### src/rtl/core/sic_pkg.sv
package sic_pkg;

    localparam int SIDE_W  = 16;
    localparam int COUNT_W = 32;
    localparam int BIT_W   = $clog2(SIDE_W);
    localparam int unsigned DEFAULT_MAX_SIDE = 65535;

    // one-hot strobes from the controller, one per sequencer step
    typedef struct packed {
        logic load;
        logic sq;
        logic chk;
        logic mul;
        logic cmp;
        logic fmul;
        logic rem;
        logic leg1;
        logic leg2;
        logic leg3;
        logic leg4;
        logic out;
    } t_cmd;

    typedef struct packed {
        logic bad;
        logic last_bit;
        logic hit;
    } t_status;

endpackage

### src/rtl/core/sic_datapath.sv
module sic_datapath
    import sic_pkg::*;
#(
    parameter int unsigned MAX_SIDE = DEFAULT_MAX_SIDE
) (
    input  logic               i_clk,
    input  t_cmd               i_cmd,
    input  logic [SIDE_W-1:0]  i_side_len,
    input  logic [COUNT_W-1:0] i_cell_count,
    output t_status            o_status,
    output logic [SIDE_W-1:0]  o_row,
    output logic [SIDE_W-1:0]  o_col,
    output logic               o_oor
);

    localparam logic [SIDE_W-1:0] SideCap =
        (MAX_SIDE > ((32'd1 << SIDE_W) - 32'd1)) ? {SIDE_W{1'b1}} : SIDE_W'(MAX_SIDE);

    logic [SIDE_W-1:0]    r_n;
    logic [COUNT_W-1:0]   r_b;
    logic [SIDE_W-1:0]    r_k;
    logic [BIT_W-1:0]     r_bit;
    logic [2*SIDE_W-1:0]  r_prod;
    logic                 r_bad;
    logic [COUNT_W-1:0]   r_r;
    logic [SIDE_W-1:0]    r_m;
    logic [SIDE_W-1:0]    r_row;
    logic [SIDE_W-1:0]    r_col;
    logic [SIDE_W-1:0]    r_o_row;
    logic [SIDE_W-1:0]    r_o_col;
    logic                 r_o_oor;

    logic [SIDE_W-1:0]    w_cand;
    logic [SIDE_W-1:0]    w_mul_a;
    logic [SIDE_W-1:0]    w_mul_b;
    logic [2*SIDE_W-1:0]  w_prod;
    logic [2*SIDE_W+1:0]  w_prod4;
    logic                 w_take;
    logic [SIDE_W-1:0]    w_mm1;
    logic [SIDE_W:0]      w_km;
    logic [SIDE_W-1:0]    w_r16;

    assign w_cand  = r_k | (SIDE_W'(1) << r_bit);
    assign w_prod4 = {r_prod, 2'b00};
    assign w_mm1   = r_m - SIDE_W'(1);
    assign w_km    = {1'b0, r_k} + {1'b0, r_m};
    assign w_r16   = r_r[SIDE_W-1:0];

    // single shared 16x16 multiplier
    always_comb begin
        if (i_cmd.sq) begin
            w_mul_a = r_n;
            w_mul_b = r_n;
        end else if (i_cmd.fmul) begin
            w_mul_a = r_k;
            w_mul_b = r_n - r_k;
        end else begin
            w_mul_a = w_cand;
            w_mul_b = r_n - w_cand;
        end
    end

    assign w_prod = (2*SIDE_W)'(w_mul_a) * (2*SIDE_W)'(w_mul_b);

    // cells outside ring cand must not exceed the count, ring must exist
    assign w_take = ({w_cand, 1'b0} < {1'b0, r_n}) &&
                    (w_prod4 <= {2'b00, r_b});

    always_comb begin
        o_status.bad      = (r_b == '0) || (r_b > r_prod);
        o_status.last_bit = (r_bit == '0);
        if (i_cmd.leg1) begin
            o_status.hit = (r_r <= COUNT_W'(r_m));
        end else if (i_cmd.leg2 || i_cmd.leg3) begin
            o_status.hit = (r_r <= COUNT_W'(w_mm1));
        end else begin
            o_status.hit = 1'b0;
        end
    end

    always_ff @(posedge i_clk) begin
        if (i_cmd.load) begin
            r_n <= (i_side_len > SideCap) ? SideCap : i_side_len;
            r_b <= i_cell_count;
        end
        if (i_cmd.sq || i_cmd.mul || i_cmd.fmul) begin
            r_prod <= w_prod;
        end
        if (i_cmd.chk) begin
            r_bad <= o_status.bad;
            r_k   <= '0;
            r_bit <= BIT_W'(SIDE_W - 1);
            r_row <= '0;
            r_col <= '0;
        end
        if (i_cmd.cmp) begin
            if (w_take) begin
                r_k <= w_cand;
            end
            r_bit <= r_bit - BIT_W'(1);
        end
        if (i_cmd.rem) begin
            r_r <= r_b - w_prod4[COUNT_W-1:0];
            r_m <= r_n - {r_k[SIDE_W-2:0], 1'b0};
        end
        if (i_cmd.leg1) begin
            if (o_status.hit) begin
                r_row <= r_k + SIDE_W'(1);
                r_col <= r_k + w_r16;
            end else begin
                r_r   <= r_r - COUNT_W'(r_m);
                r_col <= w_km[SIDE_W-1:0];
            end
        end
        if (i_cmd.leg2) begin
            if (o_status.hit) begin
                r_row <= r_k + SIDE_W'(1) + w_r16;
            end else begin
                r_r   <= r_r - COUNT_W'(w_mm1);
                r_row <= w_km[SIDE_W-1:0];
            end
        end
        if (i_cmd.leg3) begin
            if (o_status.hit) begin
                r_col <= w_km[SIDE_W-1:0] - w_r16;
            end else begin
                r_r   <= r_r - COUNT_W'(w_mm1);
                r_col <= r_k + SIDE_W'(1);
            end
        end
        if (i_cmd.leg4) begin
            r_row <= (r_r <= COUNT_W'(w_km)) ? (w_km[SIDE_W-1:0] - w_r16) : '0;
        end
        if (i_cmd.out) begin
            r_o_row <= r_row;
            r_o_col <= r_col;
            r_o_oor <= r_bad;
        end
    end

    assign o_row = r_o_row;
    assign o_col = r_o_col;
    assign o_oor = r_o_oor;

endmodule

### src/rtl/core/sic_ctrl.sv
module sic_ctrl
    import sic_pkg::*;
(
    input  logic    i_clk,
    input  logic    i_rst_n,
    input  logic    i_in_valid,
    output logic    o_in_ready,
    output logic    o_out_valid,
    input  logic    i_out_ready,
    input  t_status i_status,
    output t_cmd    o_cmd
);

    localparam logic [3:0] StIdle = 4'd0;
    localparam logic [3:0] StSq   = 4'd1;
    localparam logic [3:0] StChk  = 4'd2;
    localparam logic [3:0] StMul  = 4'd3;
    localparam logic [3:0] StCmp  = 4'd4;
    localparam logic [3:0] StFmul = 4'd5;
    localparam logic [3:0] StRem  = 4'd6;
    localparam logic [3:0] StLeg1 = 4'd7;
    localparam logic [3:0] StLeg2 = 4'd8;
    localparam logic [3:0] StLeg3 = 4'd9;
    localparam logic [3:0] StLeg4 = 4'd10;
    localparam logic [3:0] StDone = 4'd11;

    logic [3:0] r_state;
    logic [3:0] n_state;
    logic       r_out_valid;
    logic       n_out_valid;

    always_comb begin
        o_cmd       = '0;
        n_state     = r_state;
        o_in_ready  = 1'b0;
        case (r_state)
            StIdle: begin
                o_in_ready = 1'b1;
                if (i_in_valid) begin
                    o_cmd.load = 1'b1;
                    n_state    = StSq;
                end
            end
            StSq: begin
                o_cmd.sq = 1'b1;
                n_state  = StChk;
            end
            StChk: begin
                o_cmd.chk = 1'b1;
                n_state   = i_status.bad ? StDone : StMul;
            end
            StMul: begin
                o_cmd.mul = 1'b1;
                n_state   = StCmp;
            end
            StCmp: begin
                o_cmd.cmp = 1'b1;
                n_state   = i_status.last_bit ? StFmul : StMul;
            end
            StFmul: begin
                o_cmd.fmul = 1'b1;
                n_state    = StRem;
            end
            StRem: begin
                o_cmd.rem = 1'b1;
                n_state   = StLeg1;
            end
            StLeg1: begin
                o_cmd.leg1 = 1'b1;
                n_state    = i_status.hit ? StDone : StLeg2;
            end
            StLeg2: begin
                o_cmd.leg2 = 1'b1;
                n_state    = i_status.hit ? StDone : StLeg3;
            end
            StLeg3: begin
                o_cmd.leg3 = 1'b1;
                n_state    = i_status.hit ? StDone : StLeg4;
            end
            StLeg4: begin
                o_cmd.leg4 = 1'b1;
                n_state    = StDone;
            end
            StDone: begin
                if (!r_out_valid || i_out_ready) begin
                    o_cmd.out = 1'b1;
                    n_state   = StIdle;
                end
            end
            default: begin
                n_state = StIdle;
            end
        endcase
    end

    always_comb begin
        if (o_cmd.out) begin
            n_out_valid = 1'b1;
        end else if (i_out_ready) begin
            n_out_valid = 1'b0;
        end else begin
            n_out_valid = r_out_valid;
        end
    end

    always_ff @(posedge i_clk) begin
        if (!i_rst_n) begin
            r_state     <= StIdle;
            r_out_valid <= 1'b0;
        end else begin
            r_state     <= n_state;
            r_out_valid <= n_out_valid;
        end
    end

    assign o_out_valid = r_out_valid;

endmodule

### src/rtl/core/spiral_index_to_coordinate_core.sv
// Spiral index to coordinate. For a one-based position along a clockwise
// spiral that starts at the top-left cell of an n x n grid and winds inward,
// the block returns the one-based row and column. The side n is written on
// the cfg channel (reset value 1) and is capped at MAX_SIDE; change it only
// while no word is in flight. A position of zero or above n*n returns
// row = col = 0 with the out-of-range flag set. One word is worked at a
// time: accept, then n*n and the range check, then the ring search, a
// 16-step successive approximation where each step is a product on the
// shared 16x16 multiplier followed by a compare, then the ring remainder
// and one to four steps walking the ring's legs, then the result is moved
// to the output register. The next word is taken the cycle after the
// result is loaded, while the previous result may still be waiting on
// m_tready.
module spiral_index_to_coordinate_core
    import sic_pkg::*;
#(
    parameter int unsigned MAX_SIDE = DEFAULT_MAX_SIDE
) (
    input  logic               i_clk,
    input  logic               i_rst_n,
    // config: side length
    input  logic               i_cfg_valid,
    output logic               o_cfg_ready,
    input  logic [SIDE_W-1:0]  i_cfg_data,     // [15:0] side_len
    // input word
    input  logic               s_tvalid,
    output logic               s_tready,
    input  logic [COUNT_W-1:0] s_tdata,        // [31:0] cell_count
    // result word
    output logic               m_tvalid,
    input  logic               m_tready,
    output logic [31:0]        m_tdata,        // [15:0] row, [31:16] col
    output logic               m_tuser         // [0] out_of_range
);

    logic [SIDE_W-1:0] r_side_len;
    t_cmd              w_cmd;
    t_status           w_status;
    logic [SIDE_W-1:0] w_row;
    logic [SIDE_W-1:0] w_col;
    logic              w_oor;

    // config register, always writable
    assign o_cfg_ready = 1'b1;

    always_ff @(posedge i_clk) begin
        if (!i_rst_n) begin
            r_side_len <= SIDE_W'(1);
        end else if (i_cfg_valid) begin
            r_side_len <= i_cfg_data;
        end
    end

    sic_ctrl u_ctrl (
        .i_clk       (i_clk),
        .i_rst_n     (i_rst_n),
        .i_in_valid  (s_tvalid),
        .o_in_ready  (s_tready),
        .o_out_valid (m_tvalid),
        .i_out_ready (m_tready),
        .i_status    (w_status),
        .o_cmd       (w_cmd)
    );

    sic_datapath #(
        .MAX_SIDE (MAX_SIDE)
    ) u_datapath (
        .i_clk        (i_clk),
        .i_cmd        (w_cmd),
        .i_side_len   (r_side_len),
        .i_cell_count (s_tdata),
        .o_status     (w_status),
        .o_row        (w_row),
        .o_col        (w_col),
        .o_oor        (w_oor)
    );

    assign m_tdata = {w_col, w_row};
    assign m_tuser = w_oor;

    // one word at a time: no second accept right after an accept
    a_single_word: assert property (@(posedge i_clk) disable iff (!i_rst_n)
        (s_tvalid && s_tready) |=> !s_tready)
        else $error("input accepted while a word is in work");

    // an out-of-range result carries a zero coordinate
    a_oor_zero: assert property (@(posedge i_clk) disable iff (!i_rst_n)
        (m_tvalid && m_tuser) |-> (m_tdata == 32'd0))
        else $error("out-of-range result with nonzero coordinate");

    // an in-range result always lands on a real cell
    a_inrange_nonzero: assert property (@(posedge i_clk) disable iff (!i_rst_n)
        (m_tvalid && !m_tuser) |-> ((m_tdata[15:0] != 16'd0) && (m_tdata[31:16] != 16'd0)))
        else $error("in-range result with zero row or column");

    // a waiting result holds until taken
    a_out_hold: assert property (@(posedge i_clk) disable iff (!i_rst_n)
        (m_tvalid && !m_tready) |=> (m_tvalid && $stable(m_tdata) && $stable(m_tuser)))
        else $error("result changed while stalled");

endmodule
### config.mk
export PLATFORM = sky130hd
export DESIGN_NAME = spiral_index_to_coordinate_core
export DESIGN_NICKNAME = d
export VERILOG_FILES = /design/src/rtl/core/sic_pkg.sv /design/src/rtl/core/sic_datapath.sv /design/src/rtl/core/sic_ctrl.sv /design/src/rtl/core/spiral_index_to_coordinate_core.sv
export SDC_FILE = /design/constraint.sdc
export NUM_CORES = 2
export LEC_CHECK = 0
export ABC_AREA = 0
export BUFFER_PORTS_ARGS = -buffer_cell sky130_fd_sc_hd__buf_2
export CAP_MARGIN = 20
export CELL_PAD_IN_SITES_DETAIL_PLACEMENT = 0
export CELL_PAD_IN_SITES_GLOBAL_PLACEMENT = 1
export CORE_MARGIN = 8
export CORE_UTILIZATION = 55
export CTS_BUF_LIST = sky130_fd_sc_hd__clkbuf_2 sky130_fd_sc_hd__clkbuf_4 sky130_fd_sc_hd__clkbuf_8
export DETAILED_ROUTE_END_ITERATION = 8
export PLACE_DENSITY = 0.95
export REMOVE_ABC_BUFFERS = 1
export SYNTH_ARGS = -nofsm -noshare
export SYNTH_HDL_FRONTEND = slang
export SYNTH_SLANG_ARGS = --single-unit
export TNS_END_PERCENT = 20
### constraint.sdc
create_clock -name i_clk -period 19.18 [get_ports i_clk]
set_clock_uncertainty 0.05 [all_clocks]
set_input_delay 2.877 -clock i_clk [delete_from_list [all_inputs] [get_ports i_clk]]
set_output_delay 2.877 -clock i_clk [all_outputs]
set_load 0.05 [all_outputs]
# Word level (Yosys, flattened, before mapping)

Index checks and enable logic that the tools add are counted.

Word-level logic and storage cells: 121
Bits of input ports: 53
Register bits after elaboration: 235
Output and inout bits: 36

Order comparisons: 7
Multiplexer cells: 55
Bitwise gates (word level): 1
Shift-type cells: 1
Add/subtract/negate cells: 13
$mul: 1
Reduce and logical (&&, ||, !) cells: 14
Equal/unequal tests: 13

Operators with widths:

| kind                  | count |
|---|---|
| $mux 16               | 19 |
| $mux 32               | 7 |
| $le 32x16->1          | 2 |
| $sub 16x16->16        | 4 |
| $sub 32x16->32        | 2 |
| $pmux 4 s12           | 1 |
| $le 34x32->1          | 1 |
| $add 16x16->16        | 2 |
| $gt 32x32->1          | 1 |
| $le 32x17->1          | 1 |
| $logic_not 32->1      | 1 |
| $mul 16x16->32        | 1 |
| $sub 32x32->32        | 1 |
| $mux 1                | 20 |
| $mux 4                | 5 |
| $add 16x16->17        | 1 |
| $lt 17x16->1          | 1 |
| $add 16x1->16 const B | 1 |
| $eq 4x3->1 const B    | 4 |
| $eq 4x4->1 const B    | 4 |
| $gt 16x16->1 const B  | 1 |
| $or 16x16->16         | 1 |
| $shl 1x4->16 const A  | 1 |
| $sub 16x1->16 const B | 1 |
| other kinds (14)      | 22 |

# Longest topological paths before layout

Word-level depth: 11
Gate-level depth with buffers: 42
Mapped depth without buffers: 39

# Cells and area by module

From an unflattened synthesis, not the netlist that was laid out.

Cell total of the unflattened synthesis: 3317
Area total of the unflattened synthesis: 28939.0 µm²

By module, submodules not included:

| module                          | instances | sequential area each (µm²) | area an instance (µm²) | cells an instance |
|---|---|---|---|---|
| sic_datapath                    | 1         | 5785.5                     | 27885.5                | 3210 |
| spiral_index_to_coordinate_core | 1         | 320.3                      | 624.3                  | 53 |
| sic_ctrl                        | 1         | 100.1                      | 429.2                  | 54 |

# Worst setup path after synthesis

OpenSTA, ideal clock, no wires.

Kind: flip-flop to flip-flop
Start: reg u_ctrl.r_state[0]
End: reg u_datapath.r_prod[30] (data pin)
Clock period less this slack: 9.506 ns
Path buffers: 3
Stages on the path, launching flop included: 41
Data arrival time: 9.195 ns
Setup slack: 9.674 ns
Library setup time: 0.260 ns
Cells stage by stage: dfxtp_1 -> clkbuf_1 -> inv_1 -> nor2_1 -> nand2_1 -> clkbuf_1 -> a31oi_1 -> inv_1 -> ha_1 -> fa_1 -> nor2b_1 -> o21ai_0 -> a21boi_0 -> o21ai_0 -> a21oi_1 -> a31oi_1 -> nor2_1 -> mux2_2 -> [5 not listed] -> inv_1 -> fa_1 -> fa_1 -> fa_1 -> inv_1 -> fa_1 -> inv_1 -> ha_1 -> a21o_1 -> a21o_1 -> a21oi_1 -> nor2_1 -> a211oi_1 -> a211oi_1 -> o21a_1 -> o21ai_0 -> mux2i_1 -> nand2_1

Longest elaborated chain between the ends: 5
Elaborated cells between the ends (all ways): 9
Classes of those cells: 1 x mul; 2 x eq/ne; 6 x mux

RTL lines:

| item                      | RTL line           | text |
|---|---|---|
| from (decl)               | sic_ctrl.sv:27     | `logic [3:0] r_state;` |
| from (signal assigned)    | sic_ctrl.sv:108    | `r_state <= StIdle;` |
| from (signal assigned)    | sic_ctrl.sv:111    | `r_state <= n_state;` |
| $eq 4x3->1                | sic_ctrl.sv:36     | `case (r_state)` |
| $mux 1                    | sic_ctrl.sv:36     |  |
| $mux 16                   | sic_datapath.sv:54 | `end else if (i_cmd.fmul) begin` |
| $mux 16                   | sic_datapath.sv:51 | `if (i_cmd.sq) begin` |
| $mul 16x16->32 (*)        | sic_datapath.sv:63 | `assign w_prod = (2*SIDE_W)'(w_mul_a) * (2*SIDE_W)'(w_mul_b);` |
| via u_datapath.w_prod[30] | sic_datapath.sv:36 | `logic [2*SIDE_W-1:0] w_prod;` |
| to (signal assigned)      | sic_datapath.sv:87 | `r_prod <= w_prod;` |
| to (decl)                 | sic_datapath.sv:23 | `logic [2*SIDE_W-1:0] r_prod;` |

Mark *: on every way through the listed nets, which the timed path passes. The rest lies on a longest branch.
A chain may end at the register's enable or synchronous reset.

# Worst setup path in the final report

Ends and elaborated chain as after synthesis.

==> impl_metrics.toml <==
[clocking]
h-tree-depth = 2
cts_tree = "yes"
ctsResizeCount = 0
hold_buffers = 0
clock_path_buffers = 3
cts_made_buffers = 43
clock_latency_ns = 0.63
cts.sink_count = 235
cts_root_buf = "clkbuf_8"
post-cts-setup-buffers = 0
clkTransAtPathRegs_ns = 0.06

[final_layout]
syn_to_final_growth_pct = 7.27
drive_gt1_frac = 0.0683
fin_nets = 3947
stdcell_area_um2 = 30000
final_util = 0.598

[grt]
first_global_vias = 24400
grt_max_degree = 61
grt.overflow.total = 0
antenna_found_initial = 2
grt_use_total = 0.285
grt_pass1_wl_um = 134000

[route]
antenna_left = 0
drt_wl_total_um = 85800
vias = 24400
first_pass_iters = 6
drc = 0
drtIter0Drc = 2143
wl_per_cell_um = 21.2
avgViaCountPerCell = 6.03

[floorplanning]
start_util = 0.557
core_um2 = 50300
rows = 82
die_w_um = 242
die-area_um2 = 58400
fp.dieH_um = 242
ios = 89

[pwr]
total_power_uw = 4290
leakage_uw = 0.0139
peakVddDrop_mv = 0.154
powerDensity_nw_per_um2 = 143

[logic_synthesis]
synth_seq_cells = 235
synth.distinct_cells = 84
async_flop_share = 0
synth_cells = 3271
synth_seq_area_share = 0.222
synth_edf_count = 150
syn_area_per_cell_um2 = 8.56
syn_area_um2 = 28000
synth_ff_type = "edfxtp_1"
yosys_warnings = 0

[setup_path]
worstSetupStartpointType = "register"
cp-end-kind = "register"
worstSetupPathType = "reg2reg"
critPathMaxStageDelay_ns = 0.68
cp.arrival_ns = 10.95
slowest_stage = "a21boi_0"
cpMostUsedCell = "fa_1"
cp_max_fo = 16
required_ns = 19.49
ff2ff_setup_slack_ns = 8.54
rr_startpoint = "u_ctrl.r_state[0]"
r2r_cells = 38
r2r_end = "u_datapath.r_prod[30]"

[sta]
setup_violations = 0
slew_headroom = 0.221
setup-tns-final_ns = 0
drv_slew = 0
fmax_ghz = 0.0940
whs_ns = 0.348
fin_crit_sh = 0.555
period_minus_slack_ns = 10.64
tightestPinTransition_ns = 1.16
rsz0062_at_grt = "false"
report.final.hold_viol_count = 0

[placement]
gp_congestion = 1.01
dpl_cell_area_um2 = 29200
dpl.hpwl_um = 70000
io_buffers = 87

[worst_hold_path]
hold_depth = 0
min_path_type = "reg2reg"
hold_end = "u_datapath.o_col[1]"
min_from = "u_datapath.r_col[1]"

[status]
status = "complete, no violations"

[flow_run]
drv_cap = 0
layer usage:
layer / GRT usage / up-vias / part of all wire
met1: 0.351 / 11700 / 0.40
li1: - / 11400 / -
met5: 0 / - / 0.00015
met3: 0.0457 / 248 / 0.069
met2: 0.476 / 971 / 0.47
met4: 0.156 / 2 / 0.057
worst max-delay path by stage:
stage          slack, ns                     to              start  depth (start not counted)
6_report            8.54  u_datapath.r_prod[30]  u_ctrl.r_state[0]                         38
5_1_grt             7.86  u_datapath.r_prod[31]  u_ctrl.r_state[0]                         38
4_1_cts             8.61  u_datapath.r_prod[30]  u_ctrl.r_state[0]                         38
3_5_place_dp        8.64  u_datapath.r_prod[30]  u_ctrl.r_state[0]                         38
3_3_place_gp        8.83  u_datapath.r_prod[30]  u_ctrl.r_state[2]                         37
2_1_floorplan       8.63  u_datapath.r_prod[30]  u_ctrl.r_state[1]                         24
report_power, final:
group / internal (uW) / leakage (uW) / switching [uW]
clock network: 280 / 0.000466 / 223
registers: 714 / 0.00209 / 158
logic: 1160 / 0.0113 / 1750
state kept, by name, indices dropped and copies added (netlist names):
signal	count
u_datapath.r_r	32
u_datapath.r_b	32
u_ctrl.o_out_valid	1
u_ctrl.r_state	4
u_datapath.r_prod	32
u_datapath.r_col	16
u_datapath.r_bad	1
u_datapath.o_row	16
u_datapath.r_n	16
u_datapath.o_oor	1
u_datapath.r_k	16
u_datapath.o_col	16
u_datapath.r_row	16
r_side_len	16
u_datapath.r_m	16
u_datapath.r_bit	4
synth_stat cells, types with 36 or more instances:
cell | count | area [um2]
nor2b_1 | 44 | 275
a211oi_1 | 36 | 270
fa_1 | 203 | 4060
o21a_1 | 51 | 383
a21o_1 | 77 | 578
ha_1 | 355 | 4440
nand2_1 | 345 | 1290
a21oi_1 | 197 | 986
inv_1 | 409 | 1540
o21ai_0 | 155 | 776
nor2_1 | 303 | 1140
clkbuf_1 | 73 | 274
edfxtp_1 | 150 | 4500
dfxtp_1 | 85 | 1700
nand3_1 | 59 | 295
nor3_1 | 64 | 320
xnor2_1 | 126 | 1100
xor2_1 | 65 | 569
cells by family after synthesis:
group | Yosys count | synth area share
xor gates and xnor gates | 191 | 0.0597
and+or+nand+nor | 1002 | 0.163
AOI/OAI and AO/OA | 752 | 0.174
adders and majority gates | 558 | 0.304
other | 1 | 0.000134
buffers and inverters | 508 | 0.0696
DFF | 235 | 0.222
muxes | 24 | 0.00880
cells in the final DEF, fill, tap and decap left out, drive strengths merged, types with 17 or more instances in the layout:
cell type | netlist | final
ha | 355 | 355
inv | 409 | 410
o21a | 51 | 51
nor2b | 44 | 44
o22ai | 30 | 30
dfxtp | 85 | 85
a21oi | 197 | 197
nor4 | 24 | 24
xnor2 | 126 | 126
nand2 | 346 | 346
a31oi | 17 | 17
nand4 | 31 | 31
a211oi | 36 | 36
nand3 | 59 | 59
a2bb2oi | 17 | 17
nor2 | 305 | 305
xor2 | 65 | 65
o21ai | 170 | 170
buf | 24 | 119
nand2b | 25 | 25
o211ai | 26 | 26
and3 | 19 | 19
nor3 | 65 | 65
a21o | 77 | 77
mux2i | 19 | 19
edfxtp | 150 | 150
fa | 203 | 203
clkbuf | 75 | 61
and2 | 31 | 31
final cells by class:
type                    count  area, um2
well taps                 672        841
clock buffers              61        752
flip-flops and latches    235       6210
repair buffers            119        673
diodes                      1       2.50
clock inverters            17        139
fillers                  4507      20200
multi-input cells        2528      19900
inverters                 409       1540
per-stage QoR:
| stage | std cells | setup slack [ns] |
|---|---|---|
| CTS | 4041 | 8.61 |
| global route | 4042 | 7.86 |
| detailed placement | 3963 | 8.64 |
| floorplan | 3172 | 8.63 |
| global placement | 3962 | 8.83 |
| finish | 4042 | 8.54 |
worst max-delay path, delay by kind of cell (launching register included):
family	cells	cell delay (ns)
xor gates and xnor gates	1	0.15
buffers and inverters	6	0.48
and+or+nand+nor	6	0.99
adders and majority gates	9	4.15
DFF	1	0.52
muxes	1	0.21
AOI/OAI and AO/OA	15	3.79
Power figures use the tool's default switching activity.
